File: config.mk
export PLATFORM = sky130hd
export DESIGN_NAME = extended_euclid_bezout
export DESIGN_NICKNAME = d
export VERILOG_FILES = /design/src/rtl/eeb_pkg.sv /design/src/rtl/eeb_dpath.sv /design/src/rtl/eeb_ctrl.sv /design/src/rtl/extended_euclid_bezout.sv
export SDC_FILE = /design/constraint.sdc
export NUM_CORES = 1
export LEC_CHECK = 0
export BUFFER_PORTS_ARGS = -buffer_cell sky130_fd_sc_hd__buf_2
export CELL_PAD_IN_SITES_DETAIL_PLACEMENT = 0
export CELL_PAD_IN_SITES_GLOBAL_PLACEMENT = 1
export CORE_AREA = 3 3 223 246
export CTS_BUF_LIST = sky130_fd_sc_hd__clkbuf_16
export CTS_CLUSTER_DIAMETER = 100
export DETAILED_ROUTE_END_ITERATION = 6
export DIE_AREA = 0 0 226 249
export MAX_ROUTING_LAYER = met4
export PLACE_DENSITY_LB_ADDON = 0.1
export RECOVER_POWER = 100
export SLEW_MARGIN = 20
export SYNTH_ARGS = -nofsm -noshare
export SYNTH_HDL_FRONTEND = slang
export SYNTH_SLANG_ARGS = --single-unit
File: constraint.sdc
create_clock -name i_clk -period 7.4 [get_ports i_clk]
set_clock_uncertainty 0.15 [all_clocks]
set_input_delay 0.74 -clock i_clk [delete_from_list [all_inputs] [get_ports i_clk]]
set_output_delay 0.74 -clock i_clk [all_outputs]
set_load 0.03 [all_outputs]
File: src/rtl/eeb_pkg.sv
// Shared constants and control/status types for the extended Euclid block.
package eeb_pkg;

    localparam int WIDTH = 31;
    localparam int CW    = WIDTH + 1;
    localparam int KW    = (WIDTH > 1) ? $clog2(WIDTH) : 1;
    localparam int IN_W  = 31;
    localparam int GCD_W = 31;
    localparam int COEF_W = 32;

    typedef struct packed {
        logic load;
        logic round_start;
        logic align_shift;
        logic div_step;
        logic update;
        logic out_load;
    } t_cmd;

    typedef struct packed {
        logic b_zero;
        logic align_ok;
        logic k_zero;
        logic out_valid;
    } t_sts;

endpackage

File: src/rtl/eeb_dpath.sv
// Datapath: remainder pair, shift-subtract divider and coefficient accumulators.
module eeb_dpath (
    input  logic                                  i_clk,
    input  logic                                  i_rst_n,
    input  eeb_pkg::t_cmd                         i_cmd,
    output eeb_pkg::t_sts                         o_sts,
    input  logic [eeb_pkg::IN_W-1:0]              i_first_value,
    input  logic [eeb_pkg::IN_W-1:0]              i_second_value,
    input  logic                                  i_ready,
    output logic                                  o_valid,
    output logic [eeb_pkg::GCD_W-1:0]             o_divisor,
    output logic signed [eeb_pkg::COEF_W-1:0]     o_coeff_first,
    output logic signed [eeb_pkg::COEF_W-1:0]     o_coeff_second
);

    logic [eeb_pkg::WIDTH-1:0]        r_a;
    logic [eeb_pkg::WIDTH-1:0]        r_b;
    logic [eeb_pkg::WIDTH-1:0]        r_d;
    logic [eeb_pkg::KW-1:0]           r_k;
    logic signed [eeb_pkg::CW-1:0]    r_ps;
    logic signed [eeb_pkg::CW-1:0]    r_cs;
    logic signed [eeb_pkg::CW-1:0]    r_pt;
    logic signed [eeb_pkg::CW-1:0]    r_ct;
    logic signed [eeb_pkg::CW-1:0]    r_acc_s;
    logic signed [eeb_pkg::CW-1:0]    r_acc_t;
    logic                             r_out_valid;
    logic [eeb_pkg::GCD_W-1:0]        r_divisor;
    logic signed [eeb_pkg::COEF_W-1:0] r_coeff_first;
    logic signed [eeb_pkg::COEF_W-1:0] r_coeff_second;

    logic                             ge;
    logic signed [eeb_pkg::CW-1:0]    add_s;
    logic signed [eeb_pkg::CW-1:0]    add_t;

    assign ge    = (r_d <= r_a);
    assign add_s = ge ? r_cs : '0;
    assign add_t = ge ? r_ct : '0;

    assign o_sts.b_zero    = (r_b == '0);
    assign o_sts.align_ok  = ({r_d, 1'b0} <= {1'b0, r_a});
    assign o_sts.k_zero    = (r_k == '0);
    assign o_sts.out_valid = r_out_valid;

    always_ff @(posedge i_clk) begin
        if (i_cmd.load) begin
            r_a  <= eeb_pkg::WIDTH'(i_first_value);
            r_b  <= eeb_pkg::WIDTH'(i_second_value);
            r_ps <= eeb_pkg::CW'(1);
            r_cs <= '0;
            r_pt <= '0;
            r_ct <= eeb_pkg::CW'(1);
        end
        if (i_cmd.round_start) begin
            r_d     <= r_b;
            r_k     <= '0;
            r_acc_s <= '0;
            r_acc_t <= '0;
        end
        if (i_cmd.align_shift) begin
            r_d <= {r_d[eeb_pkg::WIDTH-2:0], 1'b0};
            r_k <= r_k + eeb_pkg::KW'(1);
        end
        if (i_cmd.div_step) begin
            if (ge) begin
                r_a <= r_a - r_d;
            end
            r_acc_s <= {r_acc_s[eeb_pkg::CW-2:0], 1'b0} + add_s;
            r_acc_t <= {r_acc_t[eeb_pkg::CW-2:0], 1'b0} + add_t;
            r_d     <= r_d >> 1;
            r_k     <= r_k - eeb_pkg::KW'(1);
        end
        if (i_cmd.update) begin
            // The old divisor becomes the dividend; the remainder becomes the divisor.
            r_a  <= r_b;
            r_b  <= r_a;
            r_ps <= r_cs;
            r_cs <= r_ps - r_acc_s;
            r_pt <= r_ct;
            r_ct <= r_pt - r_acc_t;
        end
        if (i_cmd.out_load) begin
            r_divisor      <= eeb_pkg::GCD_W'(r_a);
            r_coeff_first  <= eeb_pkg::COEF_W'(r_ps);
            r_coeff_second <= eeb_pkg::COEF_W'(r_pt);
        end
    end

    always_ff @(posedge i_clk) begin
        if (!i_rst_n) begin
            r_out_valid <= 1'b0;
        end else if (i_cmd.out_load) begin
            r_out_valid <= 1'b1;
        end else if (i_ready) begin
            r_out_valid <= 1'b0;
        end
    end

    assign o_valid        = r_out_valid;
    assign o_divisor      = r_divisor;
    assign o_coeff_first  = r_coeff_first;
    assign o_coeff_second = r_coeff_second;

endmodule

File: src/rtl/eeb_ctrl.sv
// Controller: sequences Euclid rounds of align, divide and coefficient update.
module eeb_ctrl (
    input  logic          i_clk,
    input  logic          i_rst_n,
    input  logic          i_valid,
    output logic          o_ready,
    input  logic          i_ready,
    input  eeb_pkg::t_sts i_sts,
    output eeb_pkg::t_cmd o_cmd
);

    typedef enum logic [2:0] {
        S_IDLE,
        S_CHECK,
        S_ALIGN,
        S_DIV,
        S_UPDATE,
        S_FINISH
    } t_state;

    t_state r_state;
    t_state n_state;

    always_comb begin
        o_cmd   = '0;
        n_state = r_state;
        case (r_state)
            S_IDLE: begin
                if (i_valid) begin
                    o_cmd.load = 1'b1;
                    n_state    = S_CHECK;
                end
            end
            S_CHECK: begin
                if (i_sts.b_zero) begin
                    n_state = S_FINISH;
                end else begin
                    o_cmd.round_start = 1'b1;
                    n_state           = S_ALIGN;
                end
            end
            S_ALIGN: begin
                if (i_sts.align_ok) begin
                    o_cmd.align_shift = 1'b1;
                end else begin
                    n_state = S_DIV;
                end
            end
            S_DIV: begin
                o_cmd.div_step = 1'b1;
                if (i_sts.k_zero) begin
                    n_state = S_UPDATE;
                end
            end
            S_UPDATE: begin
                o_cmd.update = 1'b1;
                n_state      = S_CHECK;
            end
            S_FINISH: begin
                if (!i_sts.out_valid || i_ready) begin
                    o_cmd.out_load = 1'b1;
                    n_state        = S_IDLE;
                end
            end
            default: begin
                n_state = S_IDLE;
            end
        endcase
    end

    always_ff @(posedge i_clk) begin
        if (!i_rst_n) begin
            r_state <= S_IDLE;
        end else begin
            r_state <= n_state;
        end
    end

    assign o_ready = (r_state == S_IDLE);

endmodule

File: src/rtl/extended_euclid_bezout.sv
// Top level of the extended Euclid block: gcd and Bezout coefficients of two operands.
//
//  Channel  | Direction | Handshake          | Payload
//  ---------+-----------+--------------------+----------------------------------------
//  input    | in        | i_valid / o_ready  | i_first_value, i_second_value
//  output   | out       | o_valid / i_ready  | o_divisor, o_coeff_first, o_coeff_second
//
// One transaction is worked on at a time. Each Euclid round makes k alignment
// shifts, where k is one less than the bit length of a nonzero quotient and zero
// for a zero quotient: the shared shift-subtract divider first aligns the divisor
// one bit per cycle, then retires one quotient bit per cycle. The result becomes
// valid when the rounds are done and it is loaded into the output register, and
// the input is ready again in that same cycle; a new transaction is taken only
// after the last one has been handed to the output register.
// Reset is synchronous and active low; it clears the controller state and the
// output valid flag. A result held in the output register while the consumer
// stalls does not stop the next input transaction from being accepted and
// computed; only the final hand-off into the output register waits.
module extended_euclid_bezout (
    input  logic                                  i_clk,
    input  logic                                  i_rst_n,
    input  logic                                  i_valid,
    output logic                                  o_ready,
    input  logic [eeb_pkg::IN_W-1:0]              i_first_value,
    input  logic [eeb_pkg::IN_W-1:0]              i_second_value,
    output logic                                  o_valid,
    input  logic                                  i_ready,
    output logic [eeb_pkg::GCD_W-1:0]             o_divisor,
    output logic signed [eeb_pkg::COEF_W-1:0]     o_coeff_first,
    output logic signed [eeb_pkg::COEF_W-1:0]     o_coeff_second
);

    // Commands flow from the controller into the datapath; status flows back.
    eeb_pkg::t_cmd cmd;
    eeb_pkg::t_sts sts;

    // The controller steps through load, per-round alignment, division and
    // coefficient update, then hands the result to the output register.
    eeb_ctrl u_ctrl (
        .i_clk   (i_clk),
        .i_rst_n (i_rst_n),
        .i_valid (i_valid),
        .o_ready (o_ready),
        .i_ready (i_ready),
        .i_sts   (sts),
        .o_cmd   (cmd)
    );

    // The datapath keeps the remainder pair, the running coefficients and
    // accumulates quotient times coefficient bit by bit as the quotient forms,
    // so no multiplier is needed.
    eeb_dpath u_dpath (
        .i_clk          (i_clk),
        .i_rst_n        (i_rst_n),
        .i_cmd          (cmd),
        .o_sts          (sts),
        .i_first_value  (i_first_value),
        .i_second_value (i_second_value),
        .i_ready        (i_ready),
        .o_valid        (o_valid),
        .o_divisor      (o_divisor),
        .o_coeff_first  (o_coeff_first),
        .o_coeff_second (o_coeff_second)
    );

endmodule

* After elaboration in Yosys (flattened, before gate mapping)
Index checks and enable logic that the tools add are counted.
** Word-level totals
- Output and inout port bits :: 97
- Bits of input ports :: 66
- Register bits after elaboration :: 389
- Word-level logic and storage cells :: 86
** Cells by class
- Equal/unequal tests :: 9
- Reduce and logical (&&, ||, !) cells :: 11
- Mux-type cells :: 41
- $lt $le $gt $ge :: 2
- Add/subtract/negate cells :: 7
** Operators by type and width (number)
- 2-to-1 mux 32 bit :: 11
- 2-to-1 mux 31 bit :: 8
- adder 32 bit :: 2
- subtractor 32 bit :: 2
- less-or-equal comparator 32 x 31 -> 1 bit :: 1
- less-or-equal comparator 31 bit :: 1
- zero test 31 bit :: 1
- subtractor 31 bit :: 1
- 2-to-1 mux 30 bit :: 1
- one-hot mux 3 bit (6 select lines) :: 1
- 2-to-1 mux 3 bit :: 5
- 2-to-1 mux 5 bit :: 3
- 2-to-1 mux 1 bit :: 12
- nonzero test 2 bit :: 4
- equality test 3 x 2 -> 1 bit (second input constant) :: 2
- equality test 3 bit (second input constant) :: 2
- != test 2 bit (second input constant) :: 3
- adder 5 x 1 -> 5 bit (second input constant) :: 1
- zero test 5 bit :: 1
- subtractor 5 x 1 -> 5 bit (second input constant) :: 1
- AND reduction 4 bit :: 1
- equality test 3 x 1 -> 1 bit (second input constant) :: 1
- zero test 3 bit :: 1
- nonzero test 3 bit :: 1
- other kinds (3) :: 3

* Logic depth before layout (Yosys ltp)
Gate-level depths: netlist of the first run.
- Depth in word-level cells :: 6
- Mapped depth :: 23

* Modules after synthesis
From an unflattened synthesis of the first run, not the netlist that was laid out.
** Unflattened totals
- Cell total of the unflattened synthesis :: 2311
- Area, all modules :: 24093.1 um^2
** By module, submodules not included
- eeb_dpath :: area an instance 23819.1 um^2, seq. area each 11260.8 um^2, cells an instance 2276, instances 1
- eeb_ctrl :: area an instance 274.0 um^2, seq. area each 60.1 um^2, cells an instance 35, instances 1

* Worst setup path after synthesis of the first run
No wires, ideal clock.
- Kind :: input to register
- Start :: input port i_ready
- End :: register u_dpath.r_coeff_first (netlist bit u_dpath.o_coeff_first[0]) (enable)
- Stages :: 2
- Data required time :: 6.691 ns
- Slack :: 1.605 ns
- Buffers on the path :: 0
- Arrival time :: 5.086 ns
- Library setup time :: 0.559 ns
- Cell sequence :: nand2b_1 nor2b_1
** RTL lines
- from (decl) :: line extended_euclid_bezout.sv:27 : input logic i_ready,
- to (signal assigned) :: line eeb_dpath.sv:83 : r_coeff_first <= eeb_pkg::COEF_W'(r_ps);
- to (decl) :: line eeb_dpath.sv:28 : logic signed [eeb_pkg::COEF_W-1:0] r_coeff_first;

* Worst setup path after layout of the first run
- Start :: register u_ctrl.r_state[0]
- End :: register u_dpath.r_ct[26] in the netlist's numbering (enable)
** On the way
- Word-level cells in the longest chain between the ends :: 3
** RTL lines
- from (decl) :: line eeb_ctrl.sv:21 : t_state r_state;
- from (signal assigned) :: line eeb_ctrl.sv:75 : r_state <= n_state;
- equality test 3 bit or zero test 3 bit (tied branches) :: line eeb_ctrl.sv:27 : case (r_state)
- 2-to-1 mux 1 bit :: line eeb_ctrl.sv:27
- nonzero test 2 bit (no line) (*)
- to (signal assigned) :: line eeb_dpath.sv:51 : r_ct <= eeb_pkg::CW'(1);
- to (signal assigned) :: line eeb_dpath.sv:79 : r_ct <= r_pt - r_acc_t;
- to (decl) :: line eeb_dpath.sv:23 : logic signed [eeb_pkg::CW-1:0] r_ct;
Mark *: on every way between the ends. The rest lies on a longest branch, timed or not.
A chain may end at the register's enable or synchronous reset.

==> results.md, run 1 <==
Worst setup path:
- STA classifies the critical path startpoint as a register.
- Along the worst path, the maximum fanout reaches 65.
- STA classifies the critical path endpoint as a register.
- The buffering stage count on the worst path with inverters included is 3.
- The arrival time at the worst endpoint is about 6.6 ns.
- The cell at the slowest stage of the critical path is sky130_fd_sc_hd__clkbuf_1.
- At the worst endpoint, the required time is 7.45 ns.
- On the critical path the largest part of the delay comes from buffers and inverters.
- For this run, the slowest stage of the critical path takes 2.46 ns.
- The signal on the critical path passes through nor2_4 -> clkbuf_1 -> and2_1 -> buf_4 -> or2_2 -> clkbuf_4.
- The kind of critical path is register to register.

CTS:
- The clock latency on the worst-skew pair is 0.58 ns.
- TritonCTS created 44 clock buffers.
- Post-CTS repair changed the size of 0 cells.
- The CTS root buffer is sky130_fd_sc_hd__clkbuf_16.
- CTS saw 389 sinks.
- The count of buffers added by post-CTS timing repair for setup is 0.
- After clock tree synthesis, the clock-pin slew on the worst setup and hold paths is 0.07 ns.
- The CTS tree is yes.
- After clock tree synthesis, the flow added hold-fix buffers numbering 0.
- In this run the deepest clock path goes through 3 buffers.
- The H-tree depth is 2.

Final layout:
- Summing all multi-input logic gate instances after layout gives 0.0113 mm^2.
- At the end of the flow, the number of nets in the layout was 2717.
- The sequential cell area is 0.0113 mm^2.
- The layout overhead on the synthesized area is 11.4%.
- The count of fill cells added during filler insertion is approximately 4.9k.
- The fraction of layout cells with a size suffix above 1 is approximately 7%.
- The non-filler instance count after layout is about 3.2k.

Logic synthesis:
- By count the netlist is led by sky130_fd_sc_hd__edfxtp_1 (353), sky130_fd_sc_hd__nor2_1 (238), sky130_fd_sc_hd__ha_1 (186).
- Summed over all instances, the cell type with the most area after synthesis is sky130_fd_sc_hd__edfxtp_1.
- Sequential elements use 48.1% of the synthesized area.
- The most frequent cell after synthesis is sky130_fd_sc_hd__edfxtp_1.
- For this run, the number of Yosys warnings is 0.
- Of all flip-flops after synthesis, the portion carrying an async set or reset was 0%.
- The post-synthesis instance area is 0.0236 mm^2.
- Yosys mapped the design onto between 60 and 70 distinct sky130hd cell types.
- The most used flip-flop cell after synthesis is sky130_fd_sc_hd__edfxtp_1.
- The number of cells produced by synthesis is 2330.
- The share of synthesized area in the top cell type comes to between 40% and 50%.
- The net count after synthesis is 2587.
- After synthesis the netlist holds a flip-flop and latch count of 389.
- Each instance of the synthesized netlist takes up on average 10.1 um^2.
- The number of flops mapped to enable cells by yosys is 353.
- After synthesis, the cell types taking the most area are sky130_fd_sc_hd__edfxtp_1 (45%), sky130_fd_sc_hd__ha_1 (9.9%), sky130_fd_sc_hd__nor2_1 (3.8%), sky130_fd_sc_hd__a21oi_1 (3.5%), sky130_fd_sc_hd__dfxtp_1 (3.1%).

Die:
- Row generation in the floorplan step produced 88 rows.
- The core outline area is 0.0525 mm^2.
- For this design the top-level I/O count stands at between 150 and 200.
- The floorplan step set the die height to around 250 um.
- The initial standard-cell utilization of the core is 44.8%.
- The chip width is 226 um.
- The die outline area is 0.0563 mm^2.

STA:
- For the pin with the worst max-slew slack, the measured transition is 3.57 ns.
- Measured against its own limit, the worst slew margin works out to -138%.
- The number of setup violations in the final report is 0.
- Summed over all failing endpoints, the final setup total negative slack is 0 ns.
- The final count of pins violating max slew is 307.
- For the finished layout, the period the worst path requires is 6.60 ns.
- Derived from the worst setup path, the maximum achievable clock frequency is 152 MHz.
- Setup repair after global routing left no endpoint under its margin.
- After layout, the worst path uses 89.2% of the clock period.
- The count of endpoints failing hold in the final timing report is 0.
- The tightest hold margin is 0.281 ns.

Place:
- The HPWL after detailed placement is 44.0 mm.
- In this run, placement finished with an instance count of about 3.1k.
- Routability-driven placement finished with a final weighted congestion of just under 0.9.
- Port buffering added 162 buffers.

Detailed routing:
- Across all layers, the routed design uses 18.1k vias.
- The number of DRC markers in iteration 0 is around 1.2k.
- The total wire length after detailed routing is 64.2 mm.
- The per-cell via count in the routed design is 5.71.
- The highest routing layer actually used is met4.
- The antenna violation net count after detailed routing is 0.
- After detailed routing, the number of remaining DRC violations is 0.
- The first TritonRoute pass finished after 5 iterations.
- The detailed-route wire length on metal 1 is 30.0 mm.
- Dividing the detail-routed wire length by the instance count gives 20.3 um.
- The sum of met3 wire segment lengths after detailed routing is approximately 3 mm.
- The routed design uses 29.6 mm of met2 wire.

Power:
- The total power is 0.00988 W.
- The power per cell area is 376 mW/mm^2.
- The maximum vdd ir drop is around 0.22 mV.
- For this design the static power due to leakage is 10.9 nW.

Global routing:
- The first-pass GRT wire length is 101 mm.
- The total routing usage reported by global routing is 23.2%.
- The number of antenna violations at the first check in global routing is 1.
- The via count of the first global-routing pass is 17.9k.
- Entering global routing, the biggest net connects 79 pins.
- The overflow left after global routing is 0.

Flow run:
- Max-cap violations in this run came to 6.

Outcome:
- The final reports fail on capacitance limit, slew limit.
- The flow ran to the end, but the final reports show violations.

Worst hold path:
- The class of the worst hold path is input port to register.
-- flip-flops by register name, summed over array words and instances (netlist names), 32 cells and up --
name / count
u_dpath.r_cs: 32
u_dpath.o_coeff_second: 32
u_dpath.o_coeff_first: 32
u_dpath.r_acc_t: 32
u_dpath.r_pt: 32
u_dpath.r_acc_s: 32
u_dpath.r_ct: 32
u_dpath.r_ps: 32
-- power by group --
part	internal [W]	leakage [nW]	switching (W)	total, W
Sequential	0.00290	3.68	0.000339	0.00324
Clock	0.00121	0.713	0.000925	0.00213
Combinational	0.00176	6.55	0.00275	0.00450
-- cell usage in the layout (no fill, tap or decap), drive strengths merged, types with 75 or more instances in the layout --
cell type / n
ha: 186
clkbuf: 153
xnor2: 77
a21oi: 164
nand2: 171
and3: 79
o21ai: 137
inv: 167
edfxtp: 353
nor2b: 86
buf: 75
a21o: 89
nor2: 238
-- worst register-to-register path: stages, from the launching register on --
cell and delay, ns:
sky130_fd_sc_hd__dfxtp_1 0.48, sky130_fd_sc_hd__nor2_4 0.16, sky130_fd_sc_hd__clkbuf_1 2.46, sky130_fd_sc_hd__and2_1 0.35, sky130_fd_sc_hd__buf_4 0.46, sky130_fd_sc_hd__or2_2 1.20
sky130_fd_sc_hd__clkbuf_4 0.95
-- metrics by stage --
stage	utilization, %	area [um^2]	worst slack, ns
2_1_floorplan	-	23600	1.60
3_5_place_dp	47.8	25100	1.18
4_1_cts	50.3	26400	1.10
5_1_grt	50.0	26200	0.311
6_report	50.0	26200	0.801
3_3_place_gp	47.8	25100	1.33
-- cells by family (layout without fill, tap and decap cells) --
logic type / count (synthesis) / after routing / share of synthesized area, %
adders and majority gates: 191 / 191 / 10.3
DFF: 389 / 389 / 48.1
muxes: 5 / 5 / 0.213
AOI/OAI and AO/OA: 640 / 640 / 17.7
and+or+nand+nor: 715 / 715 / 14.5
buffers and inverters: 255 / 417 / 4.10
other: 0 / 1 / 0
xor gates and xnor gates: 135 / 135 / 5.14
-- final timing paths --
check	startpoint	end	slack, ns	cells past startpoint
max	u_ctrl.r_state[0]	u_dpath.r_ct[26]	0.80	6
min	i_second_value[10]	u_dpath.r_b[10]	0.28	3
max reg2reg	u_ctrl.r_state[0]	u_dpath.r_ct[26]	0.80	6
min reg2reg	u_dpath.r_pt[0]	u_dpath.o_coeff_second[0]	0.31	0
-- layer usage --
layer,vias to the layer above,GRT usage (%)
met5,-,-
met4,0,5.98
met3,100,3.01
met2,462,36.3
met1,8741,32.0
li1,8792,-
-- final cells by class --
class | instances | share of cell area (%)
repair buffers | 183 | 3.12
multi-input cells | 1686 | 43.1
inverters | 156 | 2.23
clock buffers | 45 | 4.29
flip-flops and latches | 389 | 43.1
diodes | 1 | 0.00953
well taps | 675 | 3.22
clock inverters | 33 | 0.887
No activity file was read; power rests on OpenSTA's default activity.
==> run 2, diff against run 1 <==
- BUFFER_PORTS_ARGS: -buffer_cell sky130_fd_sc_hd__buf_2 -> -buffer_cell sky130_fd_sc_hd__buf_4
- clock period: 7.4 -> 8.02 ns (I/O delays scaled with it)
==> run 2 against run 1 <==
- the flow still finishes with violations (capacitance limit, slew limit)
- largest power group unchanged
- sequential share of layout area down 0.30 points
- first-iteration DRC count up 19%
- combinational power down 7.1%
- global-route usage about the same
- maximum frequency down 5.4%
- cell area up 0.70%
- flip-flop and latch count unchanged
- critical path depth up 16
==> results.md, run 2 (synthesis gave the netlist of run 1 again) <==
Worst setup path:
- STA puts the critical path data required time at 8.26 ns.
- The maximum net fanout on the critical path is 22.
- The endpoint type of the worst setup path is a register.
- The critical path is of the register to register type.
- STA classifies the critical path startpoint as a register.
- Data arrives at the worst endpoint at 7.22 ns.

CTS:
- The tree is rooted in a sky130_fd_sc_hd__clkbuf_16.
- The clock drives 389 sinks.
- In this run, CTS created clock tree buffers numbering 45.
- Counting along the longest clock path gives a buffer depth of 3.
- The H-tree was split into 2 levels.
- Once the clock tree was built, the setup fixing pass inserted 0 buffers.
- In this run, post-CTS hold repair placed 0 buffers.
- TritonCTS built the clock tree.
- The count of cells resized by post-cts repair is 0.
- After clock tree synthesis, the clock-pin slew on the worst setup and hold paths is ~0.06 ns.
- The clock latency on the worst-skew pair is 0.58 ns.

Die:
- The number of primary I/O pins is 163.
- The floorplan has 88 rows.
- The floorplan step defined a die boundary enclosing around 0.056 mm^2.
- The chip width is 226 um.
- The initial standard-cell utilization of the core is 44.8%.
- The height of the chip is 249 um.
- In this run the standard cell core region covers 0.0525 mm^2.

Power:
- IR analysis of the VDD net gives a maximum drop of 0.158 mV.
- The share of total power in sequential cells is 32.7%.
- The net switching power is 0.00371 W.
- In this run the static leakage power is about 11 nW.
- Per report_power, the combinational group accounts for 45.6% of the total.
- Of the total power, the clock network draws 21.8%.
- The cell internal power dissipation is 0.00546 W.
- Of the total power, the share spent switching nets is 40.4%.
- The design draws 0.00917 W.
- The power per cell area is 347 mW/mm^2.

Place:
- The routability congestion estimate from global placement is ~0.9.
- OpenSTA, run right after detailed placement, puts the worst setup slack at 1.59 ns.
- Summing all placed instances gives a cell area of 0.0255 mm^2.
- During placement, the flow inserted port buffers numbering 162.
- The half-perimeter wire length after detailed placement is 43.7 mm.

STA:
- Timing would allow up to 143 MHz.
- The clock period could shrink to 6.98 ns.
- The worst path uses 87.0% of the clock period.
- The final count of pins violating max slew came to 617.
- The count of endpoints failing hold in the final timing report was 0.
- The worst setup margin is 1.04 ns.
- The worst slew margin relative to its limit is -153%.
- Setup violations remaining at the end of the flow were counted as 0.
- The transition at the pin with the smallest max-transition slack is 3.80 ns.
- Setup repair after global routing left no endpoint under its margin.
- The final-layout setup total negative slack is 0 ns.

Global routing:
- The met3 track utilization from global routing is 3.03%.
- Entering global routing, the biggest net connects 74 pins.
- The busiest layer in global routing is met2.
- The met2 global-route usage is between 30 and 40%.
- For met1 alone, demand over resource in global routing was 31.7%.
- The via count of the first global-routing pass is 17.9k.
- The overflow left after global routing is 0.
- The first-pass GRT wire length is 101 mm.
- The number of antenna violations at the first check in global routing is 0.
- In the global route stage, overall resource usage came out at ~23%.

Final layout:
- Counting the fill cells in the layout gives 4856.
- The antenna diode count is 0.
- The leading cell type in the layout, fill and taps excluded is sky130_fd_sc_hd__edfxtp_1.
- The utilization after layout is approximately half.
- The sequential cells in the finished layout cover a total of 0.0113 mm^2.
- After routing the design area is 0.0264 mm^2.
- The layout overhead on the synthesized area is 12.2%.
- After the last flow step, the layout net total stands at roughly 2.7k.
- The top cell types in the final layout, fill and taps aside, are sky130_fd_sc_hd__edfxtp_1 (353), sky130_fd_sc_hd__nor2_1 (236), sky130_fd_sc_hd__ha_1 (186).
- The fraction of layout cells with a size suffix above 1 is 6.66%.
- Summing all multi-input logic gate instances after layout gives 0.0113 mm^2.

Worst hold path:
- The worst hold path belongs to the class register to register.

Flow run:
- The max-capacitance violation count is 11.

Detailed routing:
- Using the TritonRoute via totals, the vias-per-cell ratio works out to 5.73.
- The first-pass iteration count of the detailed router is 5.
- In this run the remaining antenna-violating nets after routing total 0.
- The first routing iteration left 1436 violations.
- The detailed-route wire length per cell is 20.3 um.
- For this run, design rule violations remaining after detail routing come to 0.
- The total wire length after detailed routing is 64.1 mm.
- The final route contains roughly 18k vias.

Outcome:
- The run finished, with violations left.
- The final reports fail on capacitance limit, slew limit.
run 2: cell count changes in the layout (fill, tap and decap cells not counted), moves of 3 or more:
cell and change:
sky130_fd_sc_hd__and2_0 +3, sky130_fd_sc_hd__clkinv_2 -6, sky130_fd_sc_hd__inv_1 +4, sky130_fd_sc_hd__and2_1 -3
sky130_fd_sc_hd__buf_4 +63, sky130_fd_sc_hd__buf_2 -65
run 2: path summary, 6_finish.rpt:
| check | startpoint | endpoint | slack [ns] | depth (start not counted) |
|---|---|---|---|---|
| min reg2reg | u_dpath.r_pt[0] | u_dpath.o_coeff_second[0] | 0.30 | 0 |
| max | u_dpath.r_d[5] | u_dpath.r_acc_t[31] | 1.04 | 22 |
| min | u_dpath.r_pt[0] | u_dpath.o_coeff_second[0] | 0.30 | 0 |
| max reg2reg | u_dpath.r_d[5] | u_dpath.r_acc_t[31] | 1.04 | 22 |
run 2: metal layers:
metal / wire length, um / share of wire (%) / up-vias
li1: - / - / 8779
met3: 3110 / 4.8 / 106
met4: 1670 / 2.6 / 0
met2: 29400 / 46 / 484
met1: 29900 / 47 / 8783
met5: 0 / 0 / -
run 2: layout make-up:
class | count | share of cell area [%]
flip-flops and latches | 389 | 42.8
multi-input cells | 1686 | 42.8
clock buffers | 47 | 4.45
repair buffers | 181 | 3.63
well taps | 675 | 3.20
inverters | 156 | 2.22
clock inverters | 33 | 0.866
run 2: critical path, stage by stage, from the launching register on:
cell and delay, ns:
sky130_fd_sc_hd__edfxtp_1 0.41, sky130_fd_sc_hd__inv_1 0.08, sky130_fd_sc_hd__ha_1 0.35, sky130_fd_sc_hd__a21oi_1 0.20, sky130_fd_sc_hd__a21boi_0 0.12, sky130_fd_sc_hd__a311oi_1 0.57, sky130_fd_sc_hd__o31ai_1 0.28, sky130_fd_sc_hd__a31oi_1 0.62
sky130_fd_sc_hd__o211ai_1 0.23, sky130_fd_sc_hd__a21boi_4 0.59, sky130_fd_sc_hd__buf_4 0.38, sky130_fd_sc_hd__nor2b_1 0.08, sky130_fd_sc_hd__ha_1 0.34, sky130_fd_sc_hd__a21o_1 0.17, sky130_fd_sc_hd__a21oi_1 0.13, sky130_fd_sc_hd__o22ai_1 0.12
sky130_fd_sc_hd__nor4_1 0.70, sky130_fd_sc_hd__o41ai_1 0.19, sky130_fd_sc_hd__a21oi_1 0.29, sky130_fd_sc_hd__o21ai_0 0.14, sky130_fd_sc_hd__a21oi_1 0.21, sky130_fd_sc_hd__xnor3_1 0.32, sky130_fd_sc_hd__nor2_1 0.09
run 2: power by group through the flow:
stage / Combinational [W] / Clock, W / Sequential (W)
after floorplan: 0.00318 / 0 / 0.00289
after global placement: 0.00414 / 0 / 0.00302
after detailed placement: 0.00416 / 0 / 0.00302
after CTS: 0.00420 / 0.00205 / 0.00298
after global routing: 0.00467 / 0.00213 / 0.00303
final: 0.00418 / 0.00200 / 0.00300
run 2: through the flow:
stage	std cells	hold WS, ns
floorplan	2330	0.276
global placement	3087	0.289
global route	3167	0.318
CTS	3167	0.280
finish	3167	0.303
detailed placement	3087	0.288
